**config.mk**
```make
export PLATFORM = sky130hd
export DESIGN_NAME = coff_relocation_patch
export DESIGN_NICKNAME = d
export VERILOG_FILES = /design/src/rtl/crp_pkg.sv /design/src/rtl/crp_csr.sv /design/src/rtl/crp_alu.sv /design/src/rtl/coff_relocation_patch.sv
export SDC_FILE = /design/constraint.sdc
export NUM_CORES = 1
export LEC_CHECK = 0
export BUFFER_PORTS_ARGS = -buffer_cell sky130_fd_sc_hd__clkbuf_2
export CAP_MARGIN = 0
export CORE_MARGIN = 8
export CORE_UTILIZATION = 60
export DETAILED_ROUTE_END_ITERATION = 16
export PLACE_DENSITY = 0.82
export SYNTH_ARGS = -nofsm -noshare
export SYNTH_HDL_FRONTEND = slang
export SYNTH_SLANG_ARGS = --single-unit
```
**constraint.sdc**
```tcl
create_clock -name clock -period 5.8 [get_ports clock]
set_input_delay 0.58 -clock clock [delete_from_list [all_inputs] [get_ports clock]]
set_output_delay 0.58 -clock clock [all_outputs]
set_load 0.005 [all_outputs]
```
**src/rtl/crp_pkg.sv**
```systemverilog
// crp_pkg: shared types and constants for the COFF relocation patch block.
// Holds relocation type codes, machine codes and the item/result/CSR structs.
// No dependencies.
package crp_pkg;

   localparam int unsigned WORD_W = 32;
   localparam int unsigned KIND_W = 5;
   localparam int unsigned SECT_W = 16;

   // machine_mode codes
   localparam logic MACH_X86 = 1'b0;
   localparam logic MACH_ARM = 1'b1;

   // CSR indexes
   localparam logic CSR_MACHINE_MODE = 1'b0;
   localparam logic CSR_LOAD_BASE    = 1'b1;

   // x86 relocation type codes
   localparam logic [KIND_W-1:0] X86_ABS     = 5'd0;
   localparam logic [KIND_W-1:0] X86_DIR32   = 5'd6;
   localparam logic [KIND_W-1:0] X86_DIR32NB = 5'd7;
   localparam logic [KIND_W-1:0] X86_SECTION = 5'd10;
   localparam logic [KIND_W-1:0] X86_SECREL  = 5'd11;
   localparam logic [KIND_W-1:0] X86_REL32   = 5'd20;

   // ARM relocation type codes
   localparam logic [KIND_W-1:0] ARM_ABS      = 5'd0;
   localparam logic [KIND_W-1:0] ARM_ADDR32   = 5'd1;
   localparam logic [KIND_W-1:0] ARM_ADDR32NB = 5'd2;
   localparam logic [KIND_W-1:0] ARM_BRANCH24 = 5'd3;
   localparam logic [KIND_W-1:0] ARM_SECTION  = 5'd14;
   localparam logic [KIND_W-1:0] ARM_SECREL   = 5'd15;

   localparam logic [WORD_W-1:0] LOAD_BASE_RESET = 32'h0040_0000;
   localparam logic [WORD_W-1:0] BRANCH_MASK     = 32'h00FF_FFFF;
   localparam logic [WORD_W-1:0] ARM_PC_AHEAD    = 32'd8;
   localparam logic [WORD_W-1:0] X86_PC_AHEAD    = 32'd4;

   typedef struct packed {
      logic              machine_mode;
      logic [WORD_W-1:0] load_base;
   } crp_csr_type;

   typedef struct packed {
      logic [WORD_W-1:0] orig_word;
      logic [KIND_W-1:0] reloc_kind;
      logic [WORD_W-1:0] symbol_value;
      logic              symbol_is_absolute;
      logic [SECT_W-1:0] symbol_section;
      logic [WORD_W-1:0] section_base;
      logic [WORD_W-1:0] site_address;
   } crp_item_type;

   typedef struct packed {
      logic [WORD_W-1:0] patched_word;
      logic              base_reloc_request;
      logic              unknown_kind;
   } crp_result_type;

endpackage

```
**src/rtl/crp_csr.sv**
```systemverilog
// crp_csr: configuration registers (machine_mode, preferred load base).
// Depends on crp_pkg.
module crp_csr
   import crp_pkg::*;
(
   input  logic              clock,
   input  logic              reset,
   input  logic              csr_we,
   input  logic              csr_index,
   input  logic [WORD_W-1:0] csr_wdata,
   output crp_csr_type       csr
);

   logic              machine_mode_ff, machine_mode_in;
   logic [WORD_W-1:0] load_base_ff, load_base_in;

   always_comb begin
      machine_mode_in = machine_mode_ff;
      load_base_in    = load_base_ff;
      if (csr_we) begin
         case (csr_index)
            CSR_MACHINE_MODE: machine_mode_in = csr_wdata[0];
            CSR_LOAD_BASE:    load_base_in    = csr_wdata;
            default:          ;
         endcase
      end
   end

   always_ff @(posedge clock) begin
      if (reset) begin
         machine_mode_ff <= MACH_X86;
         load_base_ff    <= LOAD_BASE_RESET;
      end else begin
         machine_mode_ff <= machine_mode_in;
         load_base_ff    <= load_base_in;
      end
   end

   assign csr.machine_mode = machine_mode_ff;
   assign csr.load_base    = load_base_ff;

endmodule

```
**src/rtl/crp_alu.sv**
```systemverilog
// crp_alu: combinational relocation arithmetic for one item.
// Depends on crp_pkg.
module crp_alu
   import crp_pkg::*;
(
   input  crp_csr_type    csr,
   input  crp_item_type   item,
   output crp_result_type result
);

   logic [KIND_W-1:0] kind;
   logic [WORD_W-1:0] w;
   logic [WORD_W-1:0] s;
   logic [WORD_W-1:0] sum_abs;
   logic [WORD_W-1:0] sum_nb;
   logic [WORD_W-1:0] rel32;
   logic [WORD_W-1:0] br_off;
   logic [WORD_W-1:0] branch;
   logic [WORD_W-1:0] secrel;
   logic [WORD_W-1:0] section;

   assign w = item.orig_word;
   assign s = item.symbol_value;

   // absolute symbol forces ABS (code 0 on both machines)
   assign kind = item.symbol_is_absolute ? X86_ABS : item.reloc_kind;

   assign sum_nb  = w + s;
   assign sum_abs = sum_nb + csr.load_base;
   assign rel32   = w + (s - item.site_address - X86_PC_AHEAD);
   assign br_off  = s - item.site_address - ARM_PC_AHEAD;
   assign branch  = w | ({2'b00, br_off[WORD_W-1:2]} & BRANCH_MASK);
   assign secrel  = s - item.section_base;
   assign section = {w[WORD_W-1:SECT_W], item.symbol_section};

   always_comb begin
      result.patched_word       = w;
      result.base_reloc_request = 1'b0;
      result.unknown_kind       = 1'b0;
      if (csr.machine_mode == MACH_X86) begin
         case (kind)
            X86_DIR32: begin
               result.patched_word       = sum_abs;
               result.base_reloc_request = 1'b1;
            end
            X86_DIR32NB: result.patched_word = sum_nb;
            X86_REL32:   result.patched_word = rel32;
            X86_ABS:     result.patched_word = s;
            X86_SECREL:  result.patched_word = secrel;
            X86_SECTION: result.patched_word = section;
            default:     result.unknown_kind = 1'b1;
         endcase
      end else begin
         case (kind)
            ARM_ADDR32:   result.patched_word = sum_abs;
            ARM_ADDR32NB: result.patched_word = sum_nb;
            ARM_BRANCH24: result.patched_word = branch;
            ARM_ABS:      result.patched_word = s;
            ARM_SECREL:   result.patched_word = secrel;
            ARM_SECTION:  result.patched_word = section;
            default:      result.unknown_kind = 1'b1;
         endcase
      end
   end

endmodule

```
**src/rtl/coff_relocation_patch.sv**
```systemverilog
// coff_relocation_patch: top level, input register, result register, handshake.
// Depends on crp_pkg, crp_csr and crp_alu.
//
// Usage:
//  - req_ channel: one relocation per transfer. tdata carries the site word,
//    symbol value, section number, section base and site address; tuser
//    carries the type code and the absolute-symbol flag.
//  - rsp_ channel: one result per transfer: patched word in tdata, the
//    base-relocation request and unknown-type flags in tuser.
//  - csr_ port: write machine_mode (index 0) or the preferred load base
//    (index 1) while no transfer is in flight.
//  - Path: a request accepted into the input register passes the relocation
//    adder/mux into the result register, which drives rsp_tvalid.
//  - Throughput: one transfer per cycle while rsp_tready is high; the single adder/mux pass
//    between the two registers sets that rate.
//  - Stall: while rsp_tready is low a full result register holds; req_tready
//    stays high while the input register can drain or is empty, so up to two
//    items are buffered before back-pressure reaches req_.
//  - Reset: synchronous, clears both valid flags and loads machine_mode = x86,
//    load base = 0x00400000.
module coff_relocation_patch
   import crp_pkg::*;
(
   input  logic         clock,
   input  logic         reset,
   // request channel
   input  logic         req_tvalid,
   output logic         req_tready,
   // orig_word[31:0], symbol_value[63:32], symbol_section[79:64],
   // section_base[111:80], site_address[143:112]
   input  logic [143:0] req_tdata,
   // reloc_kind[4:0], symbol_is_absolute[5]
   input  logic [5:0]   req_tuser,
   // response channel
   output logic         rsp_tvalid,
   input  logic         rsp_tready,
   // patched_word[31:0]
   output logic [31:0]  rsp_tdata,
   // base_reloc_request[0], unknown_kind[1]
   output logic [1:0]   rsp_tuser,
   // configuration
   input  logic         csr_we,
   input  logic         csr_index,
   input  logic [31:0]  csr_wdata
);

   crp_csr_type    csr;
   crp_item_type   req_item;
   crp_result_type alu_result;

   logic           s1_valid_ff, s1_valid_in;
   crp_item_type   s1_item_ff, s1_item_in;
   logic           s2_valid_ff, s2_valid_in;
   crp_result_type s2_result_ff, s2_result_in;

   logic           s2_load;
   logic           s1_load;

   crp_csr u_csr (
      .clock     (clock),
      .reset     (reset),
      .csr_we    (csr_we),
      .csr_index (csr_index),
      .csr_wdata (csr_wdata),
      .csr       (csr)
   );

   // unpack request transfer
   assign req_item.orig_word          = req_tdata[31:0];
   assign req_item.symbol_value       = req_tdata[63:32];
   assign req_item.symbol_section     = req_tdata[79:64];
   assign req_item.section_base       = req_tdata[111:80];
   assign req_item.site_address       = req_tdata[143:112];
   assign req_item.reloc_kind         = req_tuser[4:0];
   assign req_item.symbol_is_absolute = req_tuser[5];

   crp_alu u_alu (
      .csr    (csr),
      .item   (s1_item_ff),
      .result (alu_result)
   );

   // stage advance: result register frees when empty or taken
   assign s2_load    = !s2_valid_ff || rsp_tready;
   assign s1_load    = !s1_valid_ff || s2_load;
   assign req_tready = s1_load;

   always_comb begin
      s1_valid_in  = s1_load ? req_tvalid : s1_valid_ff;
      s1_item_in   = (s1_load && req_tvalid) ? req_item : s1_item_ff;
      s2_valid_in  = s2_load ? s1_valid_ff : s2_valid_ff;
      s2_result_in = (s2_load && s1_valid_ff) ? alu_result : s2_result_ff;
   end

   always_ff @(posedge clock) begin
      if (reset) begin
         s1_valid_ff <= 1'b0;
         s2_valid_ff <= 1'b0;
      end else begin
         s1_valid_ff <= s1_valid_in;
         s2_valid_ff <= s2_valid_in;
      end
   end

   // payload, no reset
   always_ff @(posedge clock) begin
      s1_item_ff   <= s1_item_in;
      s2_result_ff <= s2_result_in;
   end

   assign rsp_tvalid   = s2_valid_ff;
   assign rsp_tdata    = s2_result_ff.patched_word;
   assign rsp_tuser[0] = s2_result_ff.base_reloc_request;
   assign rsp_tuser[1] = s2_result_ff.unknown_kind;

   // a full input stage always moves into an empty result stage
   a_s1_advance: assert property (@(posedge clock) disable iff (reset)
      s1_valid_ff && !s2_valid_ff |=> s2_valid_ff)
      else $error("input stage failed to advance into empty result stage");

   // an unknown type never requests a base relocation
   a_flags_excl: assert property (@(posedge clock) disable iff (reset)
      s2_valid_ff |-> !(s2_result_ff.unknown_kind && s2_result_ff.base_reloc_request))
      else $error("unknown type raised a base relocation request");

   // base relocation requests come only from x86 mode
   a_breq_x86: assert property (@(posedge clock) disable iff (reset)
      s2_valid_ff && s2_result_ff.base_reloc_request |-> csr.machine_mode == MACH_X86)
      else $error("base relocation request outside x86 mode");

   // after reset nothing is presented
   a_reset_empty: assert property (@(posedge clock)
      reset |=> !s2_valid_ff && !s1_valid_ff)
      else $error("pipeline not empty after reset");

endmodule

```
==> impl_metrics.json <==
{
  "outcome": "finished clean",
  "leakage_nw": 9.14,
  "core_region_area_mm2": 0.0312,
  "die_y_um": 193,
  "cts_made_buffers": 23,
  "track_usage": 0.359,
  "num-nets-final": 2735,
  "critical-path-max-stage-delay_ns": 0.43,
  "tritoncts_clock_tree": "yes",
  "synth_enable_flop_cells": 184,
  "sequential_cell_area_fraction_in_the_yosys_report": 0.330,
  "most_frequent_standard_cell_in_the_layout_excluding_fill_and_tap_cells": "nand2_1",
  "post-route-drc-count": 0,
  "number_of_vias_in_the_routed_layout": 18836,
  "grt_max_degree": 58,
  "worst-path-buf-inv": 3,
  "setup_viol_count_final": 0,
  "cts_max_level": 1,
  "cts_resized": 0,
  "clock_power_share": 0.233,
  "fin_setup_tns_ns": 0,
  "clock_sink_count": 219,
  "critical_path_required_ns": 6.08,
  "postLayoutSetupSlackWorst_ns": 0.140,
  "post_synth.cell_area_avg_um2": 8.81,
  "ir_worst_vdd_mv": 0.293,
  "crit_path_max_fanout": 6,
  "clock_path_buffers": 3,
  "setup_repair_after_global_routing_missed_its_margin": "no",
  "max_freq_mhz": 177,
  "post_cts_setup_buffer_count": 0,
  "postSynthCellCount": 2139,
  "synth-warning-count": 0,
  "post-route-util": 0.687,
  "antenna_found_initial": 1,
  "clk-insertion-delay-late_ns": 0.54,
  "cpLargestDelayFamily": "compound AO/OA/AOI/OAI gates",
  "timing.final.crit_share": 0.976,
  "syn-num-nets": 2502,
  "critical_path.cell_chain": "inv_1, ha_2, inv_1, fa_1, a211oi_4, o21bai_2, a21o_1, o41ai_1, xnor2_1, buf_4, nand2_1, nand2_1, ha_1, nand3_1, or2_2, a211oi_1, o21ai_1, nand3_1, a21oi_1, xnor2_1, a222oi_1, o21ai_0, a221o_1",
  "cell_area_after_placement_mm2": 0.0207,
  "tightest_slew_ns": 1.35,
  "asyncSetResetFlopFracSynth": 0,
  "synth.distinct_cells": 90,
  "p_comb_frac": 0.448,
  "post-dp-hpwl_um": 53500,
  "post_route_cells_drive_above_1_share": 0.160,
  "power_report.internal_total_mw": 3.66,
  "floorplan.initialDensity": 0.603,
  "switching_share": 0.389,
  "clock_input_transition_at_the_sequential_cells_of_the_worst_setup_and_hold_paths_ns": 0.06,
  "firstDrtPassIters": 6,
  "routed_wl_um": 69100,
  "layout_min_cycle_time_ns": 5.66,
  "drc_marker_count_from_the_first_detailed_route_iteration": 2884,
  "finalHoldWorstSlack_ns": 0.212,
  "timing.final.max_slew_violations": 0,
  "critical_path_cell_with_the_highest_stage_delay": "edfxtp_1",
  "viasPerCell": 6.75,
  "arrival_time_reported_for_the_critical_path_endpoint_ns": 5.94,
  "seq_power_share": 0.318,
  "max_cap_viol_count": 0,
  "io_pins": 224,
  "portBuffers": 223,
  "cts.hold.buffers_added": 0,
  "grt_pass1_vias": 17799,
  "area_growth_syn_to_layout_pct": 13.9,
  "fp.dieArea_mm2": 0.0373,
  "critical_path.startpoint_type": "register",
  "final_hold_viol_count": 0,
  "gpl.final_weighted_congestion": 1.03,
  "synth-main-ff-cell": "edfxtp_1",
  "final_design_area_no_fill_mm2": 0.0215,
  "total_gr_overflow": 0,
  "syn-cell-area_mm2": 0.0188,
  "finClkSkew_ns": 0.0209,
  "place_worst_setup_slack_ns": 0.0884,
  "avgRoutedWirePerCell_um": 24.8,
  "crit_type": "reg -> reg",
  "chipWidth_um": 193,
  "grt_pass1_wl_um": 102000,
  "min_path_type": "in -> reg",
  "power_per_cell_area_mw_per_mm2": 279,
  "clock_tree.root_cell": "clkbuf_16",
  "layout_common_cells": "nand2_1 (234), clkbuf_2 (223), a21oi_1 (192), edfxtp_1 (184), ha_1 (169)",
  "drt.antenna.violating_nets": 0,
  "row_count": 65,
  "end_kind": "register",
  "ys_ff_latch": 219,
  "max_slew_margin": 0.0965,
  "total_switching_power_mw": 2.33
}
[per-layer routing]
| layer | GRT usage | up-vias | share of wire |
|---|---|---|---|
| met2 | 0.530 | 1300 | 0.42 |
| met4 | 0.121 | 0 | 0.033 |
| li1 | - | 8520 | - |
| met5 | 0 | - | 0 |
| met3 | 0.113 | 177 | 0.15 |
| met1 | 0.492 | 8839 | 0.40 |
[power groups by stage]
stage               registers [mW]  logic (mW)  clock network [mW]
finish                        1.91        2.68                1.40
detailed placement            1.93        2.54                   0
global route                  1.91        2.86                1.46
floorplan                     1.90        1.77                   0
CTS                           1.90        2.56                1.42
global placement              1.93        2.51                   0
[stage by stage]
step	cells	total power [mW]
after floorplan	2139	3.67
after global placement	2749	4.43
after detailed placement	2749	4.47
after CTS	2790	5.87
after global routing	2790	6.23
final	2791	5.99
[layout make-up]
cell class / instances / area [µm²]
Sequential cell: 219 / 6230
Multi-Input combinational cell: 1695 / 11900
Timing Repair Buffer: 289 / 1610
Tap cell: 402 / 503
Clock inverter: 9 / 73.8
Fill cell: 2422 / 9780
Clock buffer: 32 / 619
Antenna cell: 1 / 2.50
Inverter: 144 / 541
[sequential cells by signal (all words and copies together) (netlist names)]
| signal | cells |
|---|---|
| s1_item_ff | 150 |
| rsp_tdata | 32 |
| u_csr.load_base_ff | 32 |
| rsp_tuser | 2 |
| rsp_tvalid | 1 |
| s1_valid_ff | 1 |
| u_csr.machine_mode_ff | 1 |
[synthesized netlist by cell type (25+ instances only)]
master | instances | area share
nand2_1 | 234 | 0.047
a21oi_1 | 194 | 0.052
edfxtp_1 | 184 | 0.29
ha_1 | 170 | 0.11
inv_1 | 143 | 0.028
nor2_1 | 127 | 0.025
xnor2_1 | 107 | 0.050
o21ai_0 | 100 | 0.027
clkbuf_1 | 74 | 0.015
a21o_1 | 51 | 0.020
xor2_1 | 49 | 0.023
nor3_1 | 45 | 0.012
nand3_1 | 44 | 0.012
o211ai_1 | 36 | 0.014
dfxtp_1 | 35 | 0.037
nand2b_1 | 32 | 0.011
o21a_1 | 30 | 0.012
a221o_1 | 27 | 0.014
a211oi_1 | 26 | 0.010
a222oi_1 | 26 | 0.014
a22oi_1 | 25 | 0.010
[worst paths after layout]
kind / from / end / slack [ns] / depth (start not counted)
max reg2reg: s1_item_ff[81] / rsp_tdata[30] / 0.14 / 23
min reg2reg: u_csr.load_base_ff[28] / u_csr.load_base_ff[28] / 0.47 / 2
min: req_tdata[6] / s1_item_ff[124] / 0.21 / 1
max: s1_item_ff[81] / rsp_tdata[30] / 0.14 / 23
[cell families (layout without fill, tap and decap cells)]
logic type | Yosys count | after routing | synth area share
adder cells (fa/ha/maj) | 175 | 175 | 0.118
AND/OR/NAND/NOR | 635 | 635 | 0.162
AO/OA/AOI/OAI | 717 | 717 | 0.263
buffers and inverters | 225 | 474 | 0.0460
other | 0 | 1 | 0
multiplexers | 10 | 10 | 0.00545
XOR/XNOR | 158 | 158 | 0.0746
flip-flops | 219 | 219 | 0.330
No activity file was read; power rests on OpenSTA's default activity.
